===== config.mk =====
export PLATFORM = sky130hd
export DESIGN_NAME = periodic_slot_task_scheduler_unit
export DESIGN_NICKNAME = d
export VERILOG_FILES = /design/src/hdl/pst_pkg.sv /design/src/hdl/pst_cell.sv /design/src/hdl/periodic_slot_task_scheduler_unit.sv
export SDC_FILE = /design/constraint.sdc
export NUM_CORES = 2
export LEC_CHECK = 0
export BUFFER_PORTS_ARGS = -buffer_cell sky130_fd_sc_hd__buf_2
export CORE_ASPECT_RATIO = 1.25
export CORE_MARGIN = 2
export CORE_UTILIZATION = 65
export DETAILED_ROUTE_END_ITERATION = 6
export PLACE_DENSITY_LB_ADDON = 0.08
export REMOVE_ABC_BUFFERS = 1
export SKIP_LAST_GASP = 1
export SLEW_MARGIN = 10
export SYNTH_ARGS = -nofsm -noshare
export SYNTH_HDL_FRONTEND = slang
export SYNTH_SLANG_ARGS = --single-unit

===== constraint.sdc =====
create_clock -name clk -period 12.95 [get_ports clk]
set_clock_uncertainty 0.05 [all_clocks]
set_input_delay 0.6475 -clock clk [delete_from_list [all_inputs] [get_ports clk]]
set_output_delay 0.6475 -clock clk [all_outputs]
set_load 0.1 [all_outputs]

===== src/hdl/pst_pkg.sv =====
// Shared types and constants of the periodic slot task scheduler.
// Used by the slot cells, the top level and the checker; depends on nothing.
`timescale 1ns / 1ps

package pst_pkg;

  // Default number of slots in the table.
  localparam int NUM_SLOTS_DEF = 8;

  // Width of a slot interval and counter.
  localparam int TICK_W = 32;

  // Operation codes of a request.
  localparam logic [1:0] OP_TICK   = 2'd0;
  localparam logic [1:0] OP_ATTACH = 2'd1;
  localparam logic [1:0] OP_REMOVE = 2'd2;

  // One request.
  typedef struct packed {
    logic [1:0]        operation;
    logic [TICK_W-1:0] interval;
    logic [2:0]        slot_index;
  } pst_in_t;

  // One result.
  typedef struct packed {
    logic [7:0] fire_mask;
    logic       error;
    logic [2:0] assigned_slot;
    logic [3:0] occupied_count;
  } pst_out_t;

  // Per-cell control for one cycle.
  typedef struct packed {
    logic tick;   // advance the counter
    logic load;   // take a new interval, counter to zero
    logic shift;  // take the upper neighbor's entry
    logic clear;  // vacate the slot
  } pst_cell_ctl_t;

endpackage


===== src/hdl/pst_cell.sv =====
// One slot of the scheduler table: interval and running counter.
// Depends on pst_pkg for the control struct and the tick width.
`timescale 1ns / 1ps

module pst_cell (
  input  logic                          clk,
  input  logic                          rst_n,
  input  pst_pkg::pst_cell_ctl_t        ctl,
  input  logic [pst_pkg::TICK_W-1:0]    load_interval,
  input  logic [pst_pkg::TICK_W-1:0]    nbr_interval,
  input  logic [pst_pkg::TICK_W-1:0]    nbr_counter,
  output logic [pst_pkg::TICK_W-1:0]    interval,
  output logic [pst_pkg::TICK_W-1:0]    counter,
  output logic                          is_zero
);

  logic [pst_pkg::TICK_W-1:0] interval_r, interval_nxt;
  logic [pst_pkg::TICK_W-1:0] counter_r, counter_nxt;
  logic [pst_pkg::TICK_W-1:0] counter_inc;

  // Advance by one; passing the interval returns the counter to zero.
  assign counter_inc = counter_r + pst_pkg::TICK_W'(1);

  // Next entry; the control bits never overlap, order is for clarity only.
  always_comb begin
    interval_nxt = interval_r;
    counter_nxt  = counter_r;
    priority if (ctl.clear) begin
      interval_nxt = '0;
      counter_nxt  = '0;
    end else if (ctl.shift) begin
      interval_nxt = nbr_interval;
      counter_nxt  = nbr_counter;
    end else if (ctl.load) begin
      interval_nxt = load_interval;
      counter_nxt  = '0;
    end else if (ctl.tick) begin
      counter_nxt = (counter_inc > interval_r) ? '0 : counter_inc;
    end else begin
      // No request touches this slot: hold the entry.
      interval_nxt = interval_r;
      counter_nxt  = counter_r;
    end
  end

  // Slot registers.
  always_ff @(posedge clk) begin
    if (!rst_n) begin
      interval_r <= '0;
      counter_r  <= '0;
    end else begin
      interval_r <= interval_nxt;
      counter_r  <= counter_nxt;
    end
  end

  assign interval = interval_r;
  assign counter  = counter_r;
  assign is_zero  = (counter_r == '0);

endmodule


===== src/hdl/periodic_slot_task_scheduler_unit.sv =====
// Top level of the periodic slot task scheduler: a row of slot cells.
// Depends on pst_pkg and pst_cell.
`timescale 1ns / 1ps

// Usage
// A request is taken at a rising edge with start high and busy low. busy
// stays low, so a request may be given in every cycle. The request carries
// an operation (tick, attach, remove), an interval for attach and a slot
// index for remove.
// Each request gives exactly one result, shown on out_rsp for one cycle with
// out_valid high, in the cycle right after the request was taken.
// Throughput is one request per cycle: every cell updates its own interval
// and counter in the same edge, and a remove moves each later entry one cell
// down the row in that edge.
// The receiver cannot stall: the result must be taken in the cycle it shows.
// Synchronous reset (rst_n low) empties the table, clears every cell and
// drops out_valid; no clearing pass is needed afterwards.
// The fire mask covers the first eight slots; further slots run normally.

module periodic_slot_task_scheduler_unit #(
  parameter int NUM_SLOTS = pst_pkg::NUM_SLOTS_DEF
) (
  input  logic              clk,
  input  logic              rst_n,
  input  logic              start,
  output logic              busy,
  input  pst_pkg::pst_in_t  in_req,
  output logic              out_valid,
  output pst_pkg::pst_out_t out_rsp
);

  localparam int CNT_W = $clog2(NUM_SLOTS + 1);
  localparam int CMP_W = (CNT_W > 4) ? CNT_W : 4;

  logic [CNT_W-1:0] used_r, used_nxt;
  logic [CMP_W-1:0] used_ext, idx_ext, used_nxt_ext;
  logic             accept;
  logic             is_tick, is_attach, is_remove;
  logic             tick_ok, attach_ok, remove_ok;
  logic             out_valid_r;
  pst_pkg::pst_out_t out_rsp_r, out_rsp_nxt;

  pst_pkg::pst_cell_ctl_t            ctl      [NUM_SLOTS];
  logic [pst_pkg::TICK_W-1:0]        ivl_row  [NUM_SLOTS];
  logic [pst_pkg::TICK_W-1:0]        cnt_row  [NUM_SLOTS];
  logic [pst_pkg::TICK_W-1:0]        nbr_ivl  [NUM_SLOTS];
  logic [pst_pkg::TICK_W-1:0]        nbr_cnt  [NUM_SLOTS];
  logic [NUM_SLOTS-1:0]              zero_vec;
  logic [NUM_SLOTS-1:0]              occ_vec;
  logic [7:0]                        fire_mask;

  assign busy   = 1'b0;
  assign accept = start && !busy;

  // Decode the request and check it against the fill level.
  assign used_ext  = CMP_W'(used_r);
  assign idx_ext   = CMP_W'(in_req.slot_index);
  assign is_tick   = accept && (in_req.operation == pst_pkg::OP_TICK);
  assign is_attach = accept && (in_req.operation == pst_pkg::OP_ATTACH);
  assign is_remove = accept && (in_req.operation == pst_pkg::OP_REMOVE);
  assign tick_ok   = is_tick && (used_r != '0);
  assign attach_ok = is_attach && (used_r != CNT_W'(NUM_SLOTS));
  assign remove_ok = is_remove && (used_r != '0) && (idx_ext < used_ext);

  // Row of cells; a remove moves each entry above the index one cell down.
  for (genvar i = 0; i < NUM_SLOTS; i++) begin : g_cell
    assign occ_vec[i]   = (CMP_W'(i) < used_ext);
    assign ctl[i].tick  = tick_ok && occ_vec[i];
    assign ctl[i].load  = attach_ok && (CMP_W'(i) == used_ext);
    assign ctl[i].shift = remove_ok && (CMP_W'(i) >= idx_ext) &&
                          (CMP_W'(i + 1) < used_ext);
    assign ctl[i].clear = remove_ok && (CMP_W'(i + 1) == used_ext);

    if (i + 1 < NUM_SLOTS) begin : g_nbr
      assign nbr_ivl[i] = ivl_row[i + 1];
      assign nbr_cnt[i] = cnt_row[i + 1];
    end else begin : g_end
      assign nbr_ivl[i] = '0;
      assign nbr_cnt[i] = '0;
    end

    pst_cell u_cell (
      .clk           (clk),
      .rst_n         (rst_n),
      .ctl           (ctl[i]),
      .load_interval (in_req.interval),
      .nbr_interval  (nbr_ivl[i]),
      .nbr_counter   (nbr_cnt[i]),
      .interval      (ivl_row[i]),
      .counter       (cnt_row[i]),
      .is_zero       (zero_vec[i])
    );
  end

  // Fire mask over the first eight slots.
  for (genvar m = 0; m < 8; m++) begin : g_mask
    if (m < NUM_SLOTS) begin : g_on
      assign fire_mask[m] = tick_ok && occ_vec[m] && zero_vec[m];
    end else begin : g_off
      assign fire_mask[m] = 1'b0;
    end
  end

  // Fill level after this request.
  always_comb begin
    used_nxt = used_r;
    priority if (attach_ok) begin
      used_nxt = used_r + CNT_W'(1);
    end else if (remove_ok) begin
      used_nxt = used_r - CNT_W'(1);
    end else begin
      used_nxt = used_r;
    end
  end

  assign used_nxt_ext = CMP_W'(used_nxt);

  // Result of this request.
  always_comb begin
    out_rsp_nxt.fire_mask      = fire_mask;
    out_rsp_nxt.error          = !(tick_ok || attach_ok || remove_ok);
    out_rsp_nxt.assigned_slot  = attach_ok ? used_ext[2:0] : 3'd0;
    out_rsp_nxt.occupied_count = used_nxt_ext[3:0];
  end

  // Control registers.
  always_ff @(posedge clk) begin
    if (!rst_n) begin
      used_r      <= '0;
      out_valid_r <= 1'b0;
    end else begin
      used_r      <= used_nxt;
      out_valid_r <= accept;
    end
  end

  // Result register, loaded only when a request is taken.
  always_ff @(posedge clk) begin
    if (accept) begin
      out_rsp_r <= out_rsp_nxt;
    end
  end

  assign out_valid = out_valid_r;
  assign out_rsp   = out_rsp_r;

endmodule


==> metrics.csv <==
stage,metric,value,unit
run,maxCapViolations,0,
synth,ys_async_sr_fraction,0,
sta,slew_viol_final,0,
sta,slew_headroom,0.180,
sta,fin_setup_tns,0,ps
setup_path,worst-setup-path-type,flip-flop to flip-flop,
final_layout,final_nets,4467,
clock_tree,cts_tree,done,
floorplan,start_util,0.654,
global_route,grt_max_degree,69,
sta,setup_viol,0,
power,ir_drop,118,uV
placed_design,place.gp.congestion,1.01,
route,route.met2.wl,56.8,mm
route,antenna_violating_nets_post_route,0,
global_route,grt_pass1_wl,187,mm
floorplan,rows,95,
power,p_seq_frac,0.446,
placed_design,hpwl,89.3,mm
final_layout,drive_above_1_share,0.0615,
clock_tree,postCtsSetupRepairBufs,0,
power,clkPwrFrac,0.458,
synth,yosysWarnings,0,
clock_tree,clk_path_buf_depth,3,
route,routedWlPerCell,25.3,um
global_route,antenna_found_initial,3,
clock_tree,cts-hold-fix-buffers,0,
synth,synthFlopType,dfxtp_1,
power,cellLeakagePower,15.2,nW
setup_path,cp.arrival,6020,ps
power,switchingPower,1.00,mW
placed_design,place_area,35300,um2
sta,grt_setup_unrepaired,false,
route,wl_met3,11.2,mm
route,m1WireLength,44.5,mm
power,combinationalPowerShare,0.096,
synth,synthMuxAreaShare,0.0641,
placed_design,portBuffers,56,
route,via_per_inst,6.83,
power,power_density,102,nW/um2
floorplan,die_h,263,um
final_layout,synthToLayoutAreaGrowth,6.41,%
synth,yosys.area_share.simple,0.208,
synth,yosysUniqueCellTypes,82,
synth,synth_xor_area_frac,0.0661,
sta,final.min_clock_period,5590,ps
synth,synth_fa_ha_area_frac,0.0994,
clock_tree,numCtsBuffers,57,
final_layout,fin_area,37200,um2
synth,synthCells,4342,
route,vias,33300,
floorplan,die_w,212,um
setup_path,critPathCaptureType,flip-flop,
run_status,status,completed,
synth,synth_area,35000,um2
clock_tree,clock_sinks,533,
synth,synth_edf_count,16,
clock_tree,clock_latency,640,ps
sta,fmax,179,MHz
synth,synth_top_family_by_area,simple AND/OR/NAND/NOR gates,
sta,post-route-period-util,0.432,
sta,worst_pin_slew,1230,ps
synth,synth_area_per_cell,8.06,um2
synth,synth_seq_area_share,0.310,
setup_path,cp-start-kind,flip-flop,
clock_tree,path_clk_slew,60,ps
route,dr.pass1.iters,6,
clock_tree,cts_resized,0,
setup_path,path_max_fanout,18,
global_route,grt_overflow_total,0,
floorplan,core,53500,um2
power,sw_frac_of_total,0.264,
clock_tree,root_buffer,clkbuf_16,
power,cell_internal_pwr,2.78,mW
floorplan,ios,58,
setup_path,slowest_stage,nor4_1,
route,drc,0,
min_path,hold_class,input port to flip-flop,
clock_tree,htree_num_levels,2,
setup_path,cp_cell_sequence,"ha_1, nand3_1, nor4_1, and2_1, nand3_1, nor2_1, xnor2_1, ha_1, nand4_1, nor4_1, o41a_1, a2bb2oi_1, nor2_2, buf_4, a221oi_1, a211oi_1",
floorplan,die-area,55700,um2
global_route,grt_usage,0.436,
synth,synth_compound_area_frac,0.180,
route,drtIter0Drc,3684,
setup_path,required,13380,ps
route,drt-total-wl,123,mm
sta,finalHoldViolCount,0,
synth,ys_seq_elements,533,
route,routed.top_layer,met5,
setup_path,cp_slowest_stage_delay,700,ps
global_route,grt_pass1_vias,31200,
## cells by family after synthesis
logic type	count (synthesis)
AND/OR/NAND/NOR	1513
other	1
XOR/XNOR	264
buffers and inverters	659
flip-flops	533
multiplexers	224
adder cells (fa/ha/maj)	278
AO/OA/AOI/OAI	870
## worst max-delay path: cells and delay by family (launching register included)
family | cells | cell delay [ps]
and+or+nand+nor | 8 | 2680
adders and majority gates | 2 | 590
DFF | 1 | 410
buffers and inverters | 1 | 280
xor gates and xnor gates | 1 | 110
AOI/OAI and AO/OA | 4 | 1310
## routing by layer
| layer | vias to the layer above | track usage |
|---|---|---|
| li1 | 15300 | - |
| met1 | 15700 | 0.505 |
| met2 | 1784 | 0.710 |
| met3 | 560 | 0.0830 |
| met4 | 2 | 0.328 |
| met5 | - | 0 |
## worst paths after layout
| path | slack (ps) | end | cells past startpoint | startpoint |
|---|---|---|---|---|
| worst min register to register | 430 | g_cell[7].u_cell.interval[19] | 2 | g_cell[7].u_cell.interval[19] |
| worst max-delay path | 7360 | g_cell[0].u_cell.counter[1] | 16 | g_cell[0].u_cell.counter[0] |
| worst max register to register | 7360 | g_cell[0].u_cell.counter[1] | 16 | g_cell[0].u_cell.counter[0] |
| worst min-delay path | 370 | g_cell[7].u_cell.interval[16] | 3 | in_req[19] |
## per-stage QoR
step | power, mW | hold slack (ps) | instances | utilization | worst slack, ps
2_1_floorplan | 1.93 | 400 | 3984 | - | 6990
3_3_place_gp | 2.07 | 408 | 4769 | 0.659 | 7560
3_5_place_dp | 2.07 | 416 | 4769 | 0.659 | 7550
4_1_cts | 3.77 | 326 | 4874 | 0.696 | 7510
5_1_grt | 3.87 | 363 | 4874 | 0.696 | 6990
6_report | 3.78 | 368 | 4877 | 0.696 | 7360
## synth_stat cells, types with 8 or more instances
library cell  count  area (um2)
nor2b_1          24         150
nand2b_1         10        62.6
buf_2            48         240
o21ai_1          25         125
nor4b_1           8        70.1
dfxtp_1         517       10300
nand3_1         135         676
inv_1           301        1130
nor3_1          184         921
nand4_1         129         807
a211oi_1        259        1940
a32oi_1          17         149
a221oi_1        163        1430
mux2i_1         224        2240
a221oi_2          9         135
or3_1             9        56.3
a22oi_1          31         233
ha_1            278        3480
and3_1           50         313
nand4b_1         15         131
buf_1            11        41.3
clkbuf_1        293        1100
and2_1           24         150
edfxtp_1         16         480
o21ai_0          65         325
o211ai_1         16         120
and4_1           21         184
xor2_1           92         806
a31oi_1          23         144
nor4_1           65         407
nor2_1          535        2010
or4_1             9        67.6
a21oi_1         168         841
xnor2_1         172        1510
a21o_1           32         240
a32o_1            8        80.1
nand2_1         266         998
## sequential cells by signal, summed over array words and instances (netlist names)
signal	flops
g_cell.u_cell.interval	256
out_rsp	16
g_cell.u_cell.counter	256
out_valid	1
used_ext	4
## placed cells by master (no fill, tap or decap), drive strengths merged, types with 31 or more instances in the layout
cell,synthesis,layout
a211oi,259,259
a21o,32,32
a21oi,169,169
a221oi,172,172
a22oi,31,31
and3,50,50
buf,63,106
clkbuf,295,91
dfxtp,517,517
ha,278,278
inv,301,304
mux2i,224,224
nand2,266,266
nand3,136,136
nand4,129,129
nor2,537,537
nor3,188,188
nor4,68,68
o21ai,91,91
xnor2,172,172
xor2,92,92
## layout make-up
type                            instances  area (um2)
Tap cell                              679         850
Sequential cell                       533       10800
Multi-Input combinational cell       3150       21800
Fill cell                            4578       16300
Timing Repair Buffer                  106         656
Clock inverter                         14         225
Inverter                              301        1130
Clock buffer                           91        1740
Antenna cell                            3        7.51
## power by group through the flow
| stage | sequential, mW | clock (mW) | combinational [mW] |
|---|---|---|---|
| 5_1_grt | 1.69 | 1.80 | 0.383 |
| 2_1_floorplan | 1.73 | 0 | 0.198 |
| 4_1_cts | 1.69 | 1.74 | 0.347 |
| 3_5_place_dp | 1.72 | 0 | 0.345 |
| 6_report | 1.69 | 1.73 | 0.363 |
| 3_3_place_gp | 1.72 | 0 | 0.343 |
No activity file was read; power rests on OpenSTA's default activity.
